$ cat src/rtl/hgoc_pkg.sv
// Package: field widths, font layout constants and jamo tables for the composer.
`default_nettype none

package hgoc_pkg;

  localparam int unsigned CodeW  = 16;
  localparam int unsigned OffsW  = 14;
  localparam int unsigned JamoW  = 5;

  // Font memory layout in bytes
  localparam int unsigned PieceBytes    = 32;
  localparam int unsigned InitSetSize   = 640;
  localparam int unsigned MedBase       = 5120;
  localparam int unsigned MedRegionSize = 2816;
  localparam int unsigned MedSetSize    = 704;
  localparam int unsigned FinBase       = MedBase + MedRegionSize;
  localparam int unsigned FinSetSize    = 896;

  // Initial indexes that take the first medial set pair
  localparam logic [JamoW-1:0] IdxGiyeok = JamoW'(1);
  localparam logic [JamoW-1:0] IdxKieuk  = JamoW'(16);

  // Largest legal raw field codes
  localparam logic [JamoW-1:0] InitFieldMax = JamoW'(20);
  localparam logic [JamoW-1:0] MedFieldMax  = JamoW'(29);
  localparam logic [JamoW-1:0] FinFieldMax  = JamoW'(29);

  typedef logic [CodeW-1:0] code_t;
  typedef logic [OffsW-1:0] offset_t;

  typedef struct packed {
    offset_t initial_offset;
    offset_t medial_offset;
    offset_t final_offset;
    logic    has_final;
    logic    code_error;
  } glyph_t;

  // Raw jamo field to index; entries past the legal range are unused
  localparam logic [JamoW-1:0] InitMap [32] = '{
    5'd0, 5'd0, 5'd1, 5'd2, 5'd3, 5'd4, 5'd5, 5'd6, 5'd7, 5'd8, 5'd9, 5'd10,
    5'd11, 5'd12, 5'd13, 5'd14, 5'd15, 5'd16, 5'd17, 5'd18, 5'd19,
    5'd0, 5'd0, 5'd0, 5'd0, 5'd0, 5'd0, 5'd0, 5'd0, 5'd0, 5'd0, 5'd0
  };

  localparam logic [JamoW-1:0] MedMap [32] = '{
    5'd0, 5'd0, 5'd0, 5'd1, 5'd2, 5'd3, 5'd4, 5'd5, 5'd0, 5'd0, 5'd6, 5'd7,
    5'd8, 5'd9, 5'd10, 5'd11, 5'd0, 5'd0, 5'd12, 5'd13, 5'd14, 5'd15,
    5'd16, 5'd17, 5'd0, 5'd0, 5'd18, 5'd19, 5'd20, 5'd21, 5'd0, 5'd0
  };

  localparam logic [JamoW-1:0] FinMap [32] = '{
    5'd0, 5'd0, 5'd1, 5'd2, 5'd3, 5'd4, 5'd5, 5'd6, 5'd7, 5'd8, 5'd9, 5'd10,
    5'd11, 5'd12, 5'd13, 5'd14, 5'd15, 5'd16, 5'd0, 5'd17, 5'd18, 5'd19,
    5'd20, 5'd21, 5'd22, 5'd23, 5'd24, 5'd25, 5'd26, 5'd27, 5'd0, 5'd0
  };

  // Bul set tables indexed by medial index
  localparam logic [2:0] InitSetOpen [32] = '{
    3'd0, 3'd0, 3'd0, 3'd0, 3'd0, 3'd0, 3'd0, 3'd0, 3'd0, 3'd1, 3'd3, 3'd3,
    3'd3, 3'd1, 3'd2, 3'd4, 3'd4, 3'd4, 3'd2, 3'd1, 3'd3, 3'd0,
    3'd0, 3'd0, 3'd0, 3'd0, 3'd0, 3'd0, 3'd0, 3'd0, 3'd0, 3'd0
  };

  localparam logic [2:0] InitSetClosed [32] = '{
    3'd0, 3'd5, 3'd5, 3'd5, 3'd5, 3'd5, 3'd5, 3'd5, 3'd5, 3'd6, 3'd7, 3'd7,
    3'd7, 3'd6, 3'd6, 3'd7, 3'd7, 3'd7, 3'd6, 3'd6, 3'd7, 3'd5,
    3'd0, 3'd0, 3'd0, 3'd0, 3'd0, 3'd0, 3'd0, 3'd0, 3'd0, 3'd0
  };

  localparam logic [1:0] FinSet [32] = '{
    2'd0, 2'd0, 2'd2, 2'd0, 2'd2, 2'd1, 2'd2, 2'd1, 2'd2, 2'd3, 2'd0, 2'd2,
    2'd1, 2'd3, 2'd3, 2'd1, 2'd2, 2'd1, 2'd3, 2'd3, 2'd1, 2'd1,
    2'd0, 2'd0, 2'd0, 2'd0, 2'd0, 2'd0, 2'd0, 2'd0, 2'd0, 2'd0
  };

endpackage

`default_nettype wire

$ cat src/rtl/hgoc_if.sv
// Interfaces: code request channel and glyph offset result channel.
`default_nettype none

interface hgoc_code_if
  import hgoc_pkg::*;
();
  logic  valid;
  logic  ready;
  code_t johab_code;

  modport source (output valid, output johab_code, input ready);
  modport sink   (input valid, input johab_code, output ready);
endinterface

interface hgoc_glyph_if
  import hgoc_pkg::*;
();
  logic    valid;
  logic    ready;
  offset_t initial_offset;
  offset_t medial_offset;
  offset_t final_offset;
  logic    has_final;
  logic    code_error;

  modport source (output valid, output initial_offset, output medial_offset,
                  output final_offset, output has_final, output code_error,
                  input ready);
  modport sink   (input valid, input initial_offset, input medial_offset,
                  input final_offset, input has_final, input code_error,
                  output ready);
endinterface

`default_nettype wire

$ cat src/rtl/hangul_glyph_offset_composer.sv
// Codes pass the input register; results are offered from the result register.
// Throughput: one code request per cycle unless the output is stalled; the input
// register feeds the lookup and offset logic, which lands in the result register.
// Each register stage advances when the stage after it is empty or being drained.
// Reset (asynchronous, active low) empties both stages; data is not reset.
`default_nettype none

module hangul_glyph_offset_composer
  import hgoc_pkg::*;
(
  input  wire          clk_i,
  input  wire          rst_ni,
  hgoc_code_if.sink    code_i,
  hgoc_glyph_if.source glyph_o
);

  logic   in_vld_q, in_vld_d;
  code_t  code_q;
  logic   out_vld_q, out_vld_d;
  glyph_t result_q;
  glyph_t result_d;
  logic   out_free;
  logic   in_take;

  // Stage handshakes
  assign out_free     = ~out_vld_q | glyph_o.ready;
  assign code_i.ready = ~in_vld_q | out_free;
  assign in_take      = code_i.valid & code_i.ready;

  // Advance valid flags
  assign in_vld_d  = in_take | (in_vld_q & ~out_free);
  assign out_vld_d = out_free ? in_vld_q : out_vld_q;

  always_ff @(posedge clk_i or negedge rst_ni) begin
    if (!rst_ni) begin
      in_vld_q  <= 1'b0;
      out_vld_q <= 1'b0;
    end else begin
      in_vld_q  <= in_vld_d;
      out_vld_q <= out_vld_d;
    end
  end

  // Capture the code request
  always_ff @(posedge clk_i) begin
    if (in_take) begin
      code_q <= code_i.johab_code;
    end
  end

  hgoc_compose u_compose (
    .johab_code_i (code_q),
    .glyph_o      (result_d)
  );

  // Hold the result until taken
  always_ff @(posedge clk_i) begin
    if (out_free && in_vld_q) begin
      result_q <= result_d;
    end
  end

  assign glyph_o.valid          = out_vld_q;
  assign glyph_o.initial_offset = result_q.initial_offset;
  assign glyph_o.medial_offset  = result_q.medial_offset;
  assign glyph_o.final_offset   = result_q.final_offset;
  assign glyph_o.has_final      = result_q.has_final;
  assign glyph_o.code_error     = result_q.code_error;

endmodule

`default_nettype wire

$ cat src/rtl/hgoc_compose.sv
// Jamo decode, 8x4x4 bul set choice and glyph piece offset arithmetic.
`default_nettype none

module hgoc_compose
  import hgoc_pkg::*;
(
  input  code_t  johab_code_i,
  output glyph_t glyph_o
);

  logic [JamoW-1:0] fi, fm, ff;
  logic [JamoW-1:0] ini, med, fin;
  logic             err;
  logic             closed;
  logic             first_pair;
  logic [1:0]       med_set;
  logic [2:0]       init_set;
  logic [1:0]       fin_set;
  offset_t          o_i, o_m, o_f;

  // Split the code into jamo fields and flag out-of-table codes
  assign fi  = johab_code_i[14:10];
  assign fm  = johab_code_i[9:5];
  assign ff  = johab_code_i[4:0];
  assign err = (fi > InitFieldMax) || (fm > MedFieldMax) || (ff > FinFieldMax);

  // Map fields to jamo indexes
  assign ini    = InitMap[fi];
  assign med    = MedMap[fm];
  assign fin    = FinMap[ff];
  assign closed = (fin != '0);

  // Pick bul sets
  assign first_pair = (ini == IdxGiyeok) || (ini == IdxKieuk);
  assign med_set    = {closed, ~first_pair};
  assign init_set   = closed ? InitSetClosed[med] : InitSetOpen[med];
  assign fin_set    = FinSet[med];

  // Offsets into the composed font memory
  assign o_i = OffsW'(int'(init_set) * InitSetSize + int'(ini) * PieceBytes);
  assign o_m = OffsW'(MedBase + int'(med_set) * MedSetSize + int'(med) * PieceBytes);
  assign o_f = closed
             ? OffsW'(FinBase + int'(fin_set) * FinSetSize + int'(fin) * PieceBytes)
             : '0;

  // Zero the offsets and has_final and raise code_error on an error code
  always_comb begin
    if (err) begin
      glyph_o.initial_offset = '0;
      glyph_o.medial_offset  = '0;
      glyph_o.final_offset   = '0;
      glyph_o.has_final      = 1'b0;
      glyph_o.code_error     = 1'b1;
    end else begin
      glyph_o.initial_offset = o_i;
      glyph_o.medial_offset  = o_m;
      glyph_o.final_offset   = o_f;
      glyph_o.has_final      = closed;
      glyph_o.code_error     = 1'b0;
    end
  end

endmodule

`default_nettype wire

$ cat src/flat_wrapper.sv
// flat-port wrapper written by rule: the top's interface ports become plain ports
module hangul_glyph_offset_composer_flat import hgoc_pkg::*;
  (clk_i, rst_ni, code_i_valid, code_i_johab_code, code_i_ready, glyph_o_valid, glyph_o_initial_offset, glyph_o_medial_offset, glyph_o_final_offset, glyph_o_has_final, glyph_o_code_error, glyph_o_ready);
  hgoc_code_if code_i_i ();
  hgoc_glyph_if glyph_o_i ();
  input  wire clk_i;
  input  wire rst_ni;
  input wire logic [$bits(code_i_i.valid)-1:0] code_i_valid;
  input wire logic [$bits(code_i_i.johab_code)-1:0] code_i_johab_code;
  output wire logic [$bits(code_i_i.ready)-1:0] code_i_ready;
  output wire logic [$bits(glyph_o_i.valid)-1:0] glyph_o_valid;
  output wire logic [$bits(glyph_o_i.initial_offset)-1:0] glyph_o_initial_offset;
  output wire logic [$bits(glyph_o_i.medial_offset)-1:0] glyph_o_medial_offset;
  output wire logic [$bits(glyph_o_i.final_offset)-1:0] glyph_o_final_offset;
  output wire logic [$bits(glyph_o_i.has_final)-1:0] glyph_o_has_final;
  output wire logic [$bits(glyph_o_i.code_error)-1:0] glyph_o_code_error;
  input wire logic [$bits(glyph_o_i.ready)-1:0] glyph_o_ready;
  assign code_i_i.valid = code_i_valid;
  assign code_i_i.johab_code = code_i_johab_code;
  assign code_i_ready = code_i_i.ready;
  assign glyph_o_valid = glyph_o_i.valid;
  assign glyph_o_initial_offset = glyph_o_i.initial_offset;
  assign glyph_o_medial_offset = glyph_o_i.medial_offset;
  assign glyph_o_final_offset = glyph_o_i.final_offset;
  assign glyph_o_has_final = glyph_o_i.has_final;
  assign glyph_o_code_error = glyph_o_i.code_error;
  assign glyph_o_i.ready = glyph_o_ready;
  hangul_glyph_offset_composer u_core (.clk_i(clk_i), .rst_ni(rst_ni), .code_i(code_i_i), .glyph_o(glyph_o_i));
endmodule
$ cat config.mk
export PLATFORM = sky130hd
export DESIGN_NAME = hangul_glyph_offset_composer_flat
export DESIGN_NICKNAME = d
export VERILOG_FILES = /design/src/rtl/hgoc_pkg.sv /design/src/rtl/hgoc_if.sv /design/src/rtl/hangul_glyph_offset_composer.sv /design/src/rtl/hgoc_compose.sv /design/src/flat_wrapper.sv
export SDC_FILE = /design/constraint.sdc
export NUM_CORES = 1
export LEC_CHECK = 0
export BUFFER_PORTS_ARGS = -buffer_cell sky130_fd_sc_hd__buf_2
export CORE_MARGIN = 4
export CORE_UTILIZATION = 55
export CTS_CLUSTER_DIAMETER = 80
export CTS_CLUSTER_SIZE = 10
export DETAILED_ROUTE_END_ITERATION = 16
export MAX_ROUTING_LAYER = met4
export PLACE_DENSITY = 0.84
export REMOVE_ABC_BUFFERS = 1
export SLEW_MARGIN = 20
export SYNTH_ARGS = -nofsm -noshare
export SYNTH_HDL_FRONTEND = slang
export SYNTH_SLANG_ARGS = --single-unit
$ cat constraint.sdc
create_clock -name clk_i -period 5 [get_ports clk_i]
set_clock_uncertainty 0.1 [all_clocks]
set_input_delay 1.25 -clock clk_i [delete_from_list [all_inputs] [get_ports clk_i]]
set_output_delay 1.25 -clock clk_i [all_outputs]
set_load 0.01 [all_outputs]
Word-level counts from Yosys, hierarchy flattened
Memories as Yosys holds them, arrays and structs flattened.
Cells that the tools add are included.
{"block": "totals", "out_inout_bits": 46, "inputBits": 20, "ff_bits": 61, "romBits": 736, "mem_count": 6}
{"name": "(no name shown)", "words": 32, "width": 5, "rd": 1, "rd_clocked_by_memory_dff": 0, "wr": 0, "line_no": "hgoc_compose.sv:30", "text": "assign fin = FinMap[ff];"}
{"name": "(no name shown)", "words": 32, "width": 5, "rd": 1, "rd_clocked_by_memory_dff": 0, "wr": 0, "line_no": "hgoc_compose.sv:29", "text": "assign med = MedMap[fm];"}
{"name": "(no name shown)", "words": 32, "width": 5, "rd": 1, "rd_clocked_by_memory_dff": 0, "wr": 0, "line_no": "hgoc_compose.sv:28", "text": "assign ini = InitMap[fi];"}
{"name": "(no name shown)", "words": 32, "width": 3, "rd": 1, "rd_clocked_by_memory_dff": 0, "wr": 0, "line_no": "hgoc_compose.sv:36", "text": "assign init_set = closed ? InitSetClosed[med] : InitSetOpen[med];"}
{"name": "(no name shown)", "words": 32, "width": 3, "rd": 1, "rd_clocked_by_memory_dff": 0, "wr": 0, "line_no": "hgoc_compose.sv:36"}
{"name": "(no name shown)", "words": 32, "width": 2, "rd": 1, "rd_clocked_by_memory_dff": 0, "wr": 0, "line_no": "hgoc_compose.sv:37", "text": "assign fin_set = FinSet[med];"}
{"block": "op_classes", "mux": 14, "add_sub_neg": 5, "n_mul": 3, "bitwise": 14, "n_eq_ne": 2, "reduce_logical": 6, "order_cmp": 7}
{"operator": "$mux 5", "count": 6}
{"operator": "$add 13x12->14 const A", "count": 2}
{"operator": "$add 14x10->14", "count": 2}
{"operator": "$ge 6x6->1 const B", "count": 4}
{"operator": "$not 5->6", "count": 4}
{"operator": "$gt 5x5->1 const B", "count": 3}
{"operator": "$mux 3", "count": 5}
{"operator": "$add 13x10->14", "count": 1}
{"operator": "$mul 2x4->6 const B", "count": 1}
{"operator": "$mul 3x3->6 const B", "count": 1}
{"operator": "$eq 5x1->1 const B", "count": 1}
{"operator": "$eq 5x5->1 const B", "count": 1}
{"operator": "$mul 2x3->5 const B", "count": 1}
{"operator": "$not 1->1", "count": 5}
{"operator": "$reduce_bool 5->1", "count": 1}
{"operator": "$mux 2", "count": 2}
{"operator": "$logic_or 1x1->1", "count": 3}
{"operator": "$or 1x1->1", "count": 3}
{"operator": "$and 1x1->1", "count": 2}
{"operator": "$reduce_or 2->1", "count": 1}
{"operator": "$logic_and 1x1->1", "count": 1}
{"operator": "$mux 1", "count": 1}

Logic depth before layout (Yosys ltp)
{"block": "logic_depth", "word_depth": 11, "ltp_mapped": 22, "ltp_nobuf": 22}

By module
From an unflattened synthesis, not the netlist that was laid out.
{"block": "unflattened", "hier_cells": 353, "area_unflattened_um2": 3967.6}
{"module": "hgoc_compose", "seq_area_each_um2": 0.0, "cells_per_inst": 285, "instances": 1, "area_per_inst_um2": 2062.0}
{"module": "hangul_glyph_offset_composer", "seq_area_each_um2": 1851.8, "cells_per_inst": 68, "instances": 1, "area_per_inst_um2": 1905.6}

Least setup slack after synthesis
No wires, ideal clock.
{"block": "synth_timing", "path_type": "flip-flop to flip-flop", "startpoint": "register u_core.code_q[6]", "endpoint": "register u_core.result_q, in the netlist u_core.glyph_o.final_offset[12] (data pin)", "setup_time_ns": 0.261, "setup_slack_ns": 0.629, "synth_period_minus_slack_ns": 4.371, "path_stages_with_launch": 22, "arrival_ns": 4.010, "n_path_buf": 0, "cell_sequence": "edfxtp_1 ha_1 mux2_2 mux2i_4 inv_1 ha_1 nor2b_1 o21ai_0 a21boi_0 o31a_1 a41oi_2 inv_1 ha_1 inv_1 ha_1 inv_1 ha_1 inv_1 fa_1 o21ai_0 mux2i_1 mux2i_1"}
{"block": "synth_between", "elab_chain_cells": 11, "elab_cells_between_ends": 15, "cone_classes": "add/sub: 2; mul: 1; order compare: 1; mux: 4; bitwise: 2; reduce/logical: 3; memory: 2"}
{"element": "start, declared", "line_no": "hangul_glyph_offset_composer.sv:18", "text": "code_t code_q;"}
{"element": "start signal, assigned", "line_no": "hangul_glyph_offset_composer.sv:47", "text": "code_q <= code_i.johab_code;"}
{"element": "$not 5->6 (implied by the code)", "line_no": "hgoc_compose.sv:29"}
{"element": "$mem_v2 32x5"}
{"element": "$mux 5 (implied by the code) (2 in series)", "line_no": "hgoc_compose.sv:29"}
{"element": "$not 5->6 (implied by the code)", "line_no": "hgoc_compose.sv:37"}
{"element": "$mem_v2 32x2"}
{"element": "$mux 2 (implied by the code) (2 in series)", "line_no": "hgoc_compose.sv:37"}
{"element": "$mul 2x3->5", "line_no": "hgoc_compose.sv:43", "text": "? OffsW'(FinBase + int'(fin_set) * FinSetSize + int'(fin) * PieceBytes)"}
{"element": "$add 13x12->14", "line_no": "hgoc_compose.sv:43"}
{"element": "$add 14x10->14", "line_no": "hgoc_compose.sv:43"}
{"element": "end signal, assigned", "line_no": "hangul_glyph_offset_composer.sv:59", "text": "result_q <= result_d;"}
{"element": "end, declared", "line_no": "hangul_glyph_offset_composer.sv:20", "text": "glyph_t result_q;"}
Parallel ways exist; a longest one is shown, timed or not. The select of a mux whose other input is x is not followed.
A chain may end at the register's enable or synchronous reset.

Final worst setup path
Ends and elaborated chain as after synthesis.

==> out/metrics.csv <==
stage,metric,value,unit
detailed_routing,via_count,2403,
power_and_ir_drop,p_sw_frac,0.330,
placement,io_buffers,49,
floorplan,io_pins,66,
clocking,cts_max_level,2,
power_and_ir_drop,p_int,0.760,mW
final_layout,fin_area,0.00379,sq mm
detailed_routing,drc,0,
power_and_ir_drop,total_leakage_power,1.71,nW
run_status,status,completed,
timing,min_period_over_period,0.920,
critical_path,critPathKind,flop to flop,
power_and_ir_drop,power.density,299,mW/mm^2
worst_hold_path,hp-class,flop to flop,
critical_path,cp_max_fo,6,
grt,met3_usage,0.0304,
power_and_ir_drop,power_frac_seq,0.447,
detailed_routing,drt-pass1-iter-count,4,
final_layout,diodes,0,
final_layout,drive_gt1_frac,0.220,
placement,dpl.cell_count,445,
critical_path,worst-r2r-setup-slack,0.40,ns
clocking,clock-sinks,46,
critical_path,end_kind,flop,
synthesis,netlist-cell-type-count,58,
floorplan,start_util,0.571,
synthesis,synth_area,0.00340,sq mm
timing,maxSlewHeadroom,0.602,
final_layout,stdcell_count,456,
clocking,clockBufferDepth,2,
grt,first_global_vias,2277,
critical_path,cp-start-kind,flop,
grt,gr-usage-all-layers,0.168,
grt,gr-total-overflow,0,
detailed_routing,avgViaCountPerCell,5.27,
power_and_ir_drop,p_sw,0.374,mW
floorplan,dieArea,0.00751,sq mm
timing,drv_slew,0,
timing,final.min_clock_period,4.60,ns
synthesis,yosys.area.top_type,edfxtp_1,
clocking,cts_buffers,5,
floorplan,core-area,0.00596,sq mm
synthesis,yosysSeqAreaShare,0.403,
synthesis,synth_warnings,0,
clocking,cts_tree,yes,
synthesis,synth_top_flop_cell,edfxtp_1,
synthesis,synth_top_area_share,0.388,
synthesis,synth_cells,327,
synthesis,async_flop_share,0.0435,
clocking,cts.clk_slew.worst_paths,0.08,ns
timing,fmax,0.217,GHz
timing,setup-tns-final,0,ns
timing,hold_viol,0,
final_layout,utilization,0.636,
placement,hpwl,4.58,mm
final_layout,finalNetCount,446,
floorplan,die_w,86.6,um
critical_path,worstReg2RegEnd,u_core.glyph_o.final_offset[12]$_SDFFCE_PP0P_,
grt,grt.busiest_layer,met2,
floorplan,row_count,28,
job,cap_violations,0,
clocking,clock-root-buffer,clkbuf_8,
grt,grt_use_met1,0.200,
final_layout,syn_to_final_growth,11.4,%
synthesis,synth_edf_count,44,
detailed_routing,drt-total-wl,5.85,mm
critical_path,rr_worst_depth,21,
placement,gp_congestion,0.936,
grt,grt_max_degree,30,
synthesis,synth_area_leaders,"edfxtp_1 (39%), ha_1 (16%), inv_1 (3.5%), nor2_1 (3.5%), buf_4 (3.3%)",
grt,met2_usage,0.289,
worst_hold_path,worstHoldStart,u_core.in_vld_q$_DFF_PN0_,
synthesis,synth.avg_cell_area,10.4,sq um
detailed_routing,first_iter_violations,90,
critical_path,rr_startpoint,u_core.code_q[6]$_DFFE_PP_,
grt,grt_pass1_wl,9.91,mm
critical_path,crit_arrival,4.55,ns
placement,place_area,0.00367,sq mm
detailed_routing,antenna_left,0,
grt,antenna_found_initial,0,
floorplan,die_y,86.6,um
timing,setup_viol,0,
synthesis,synth-seq-cells,46,
power_and_ir_drop,power_frac_clock,0.189,
critical_path,critical_path_required,4.95,ns
worst_hold_path,hold_depth,1,
timing,tightest_slew,0.597,ns
power_and_ir_drop,peakVddDrop,0.139,mV
clocking,clock_latency,0.29,ns
worst_hold_path,holdPathEnd,u_core.glyph_o.valid$_DFFE_PN0P_,
power_and_ir_drop,combPwrFrac,0.363,
detailed_routing,wire_per_inst,12.8,um
timing,rsz0062_at_grt,false,
-- power by group through the flow --
stage	logic [mW]	registers [mW]	clock network, mW
2_1_floorplan	0.274	0.537	0
3_3_place_gp	0.383	0.515	0
3_5_place_dp	0.406	0.518	0
4_1_cts	0.409	0.509	0.221
5_1_grt	0.464	0.513	0.242
6_report	0.412	0.507	0.214
-- cells in the mapped netlist, types with 5 or more instances --
cell type,count
nor3b_1,5
inv_1,32
edfxtp_1,44
nor2_1,32
nor2b_1,7
o21ai_0,15
mux2i_1,7
nand2_1,17
nand2b_1,5
inv_2,5
xor2_1,7
ha_1,44
buf_4,15
a21oi_1,14
-- placed cells by master, fill, tap and decap left out, drive strengths merged, types with 2 or more instances in the layout --
| master | n |
|---|---|
| nand3 | 3 |
| clkbuf | 6 |
| mux4 | 3 |
| nor3b | 5 |
| conb | 15 |
| nor2b | 7 |
| nand2b | 5 |
| inv | 37 |
| nor2 | 32 |
| o22ai | 4 |
| ha | 44 |
| mux2 | 3 |
| a21o | 4 |
| and2 | 4 |
| clkinv | 3 |
| dfrtp | 2 |
| nand2 | 17 |
| mux2i | 8 |
| xor2 | 7 |
| nor3 | 3 |
| buf | 56 |
| nand4 | 2 |
| o21a | 2 |
| a31oi | 2 |
| a21oi | 15 |
| or3 | 2 |
| edfxtp | 44 |
| o21ai | 16 |
| fa | 2 |
| o22a | 2 |
| or2 | 3 |
| xnor2 | 4 |
| o311ai | 2 |
-- sequential cells by signal, summed over array words and instances (netlist names) --
| signal | cells |
|---|---|
| u_core.glyph_o.valid | 1 |
| u_core.glyph_o.code_error | 1 |
| u_core.code_q | 15 |
| u_core.glyph_o.final_offset | 9 |
| u_core.glyph_o.has_final | 1 |
| u_core.glyph_o.initial_offset | 9 |
| u_core.in_vld_q | 1 |
| u_core.glyph_o.medial_offset | 9 |
-- stage by stage --
stage | power [mW] | setup WS, ns | hold slack, ns
3_5_place_dp | 0.924 | 0.111 | 0.375
3_3_place_gp | 0.898 | 0.336 | 0.368
6_report | 1.13 | 0.400 | 0.400
4_1_cts | 1.14 | 0.100 | 0.399
2_1_floorplan | 0.811 | 0.628 | 0.349
5_1_grt | 1.22 | 0.0670 | 0.444
-- layout make-up --
class,instances,area (sq um)
Fill cell,482,2170
Multi-Input combinational cell,233,1800
Sequential cell,46,1370
Timing Repair Buffer,56,298
Inverter,38,143
Tap cell,75,93.8
Clock buffer,6,72.6
Clock inverter,2,8.76
-- repair_timing --
item | CTS | global route
resized for setup | 0 | 3
hold buffers | 0 | 0
setup endpoints to repair | 0 | 3
setup buffers | 0 | 3
-- cell families (layout without fill, tap and decap cells) --
logic type | after synthesis | in the layout | synth area share
AND/OR/NAND/NOR | 87 | 87 | 0.130
buffers and inverters | 62 | 102 | 0.0886
AO/OA/AOI/OAI | 59 | 59 | 0.115
adder cells (fa/ha/maj) | 47 | 47 | 0.177
flip-flops | 46 | 46 | 0.403
multiplexers | 14 | 14 | 0.0570
XOR/XNOR | 11 | 11 | 0.0283
other | 1 | 15 | 0.00110
-- how the worst max path moves through the flow --
stage	from	endpoint	slack, ns	cells after the start
2_1_floorplan	u_core.code_q[6]$_DFFE_PP_	u_core.glyph_o.final_offset[12]$_SDFFCE_PP0P_	0.63	21
3_3_place_gp	u_core.code_q[6]$_DFFE_PP_	u_core.glyph_o.final_offset[12]$_SDFFCE_PP0P_	0.34	21
3_5_place_dp	u_core.code_q[6]$_DFFE_PP_	u_core.glyph_o.final_offset[12]$_SDFFCE_PP0P_	0.11	21
4_1_cts	u_core.code_q[6]$_DFFE_PP_	u_core.glyph_o.final_offset[12]$_SDFFCE_PP0P_	0.10	21
5_1_grt	u_core.code_q[6]$_DFFE_PP_	u_core.glyph_o.final_offset[12]$_SDFFCE_PP0P_	0.07	21
6_report	u_core.code_q[6]$_DFFE_PP_	u_core.glyph_o.final_offset[12]$_SDFFCE_PP0P_	0.40	21
-- critical path, stage by stage (launching register included) --
cell and delay (ns):
edfxtp_1 0.46, ha_1 0.25, mux2_2 0.29, mux2i_4 0.23, inv_2 0.11, ha_2 0.23, nor2b_1 0.13, o21ai_0 0.16
a21boi_0 0.10, o31a_1 0.28, a41oi_4 0.21, inv_1 0.09, ha_1 0.28, inv_1 0.04, ha_1 0.27, inv_1 0.06
ha_1 0.16, inv_1 0.06, fa_1 0.40, o21ai_0 0.23, mux2i_1 0.13, mux2i_1 0.13
-- layer usage --
layer	wire length, um	up-vias
met2	2890	65
met3	326	8
li1	-	1215
met4	85	0
met1	2550	1115
met5	0	-
(Power assumes the default switching activity.)
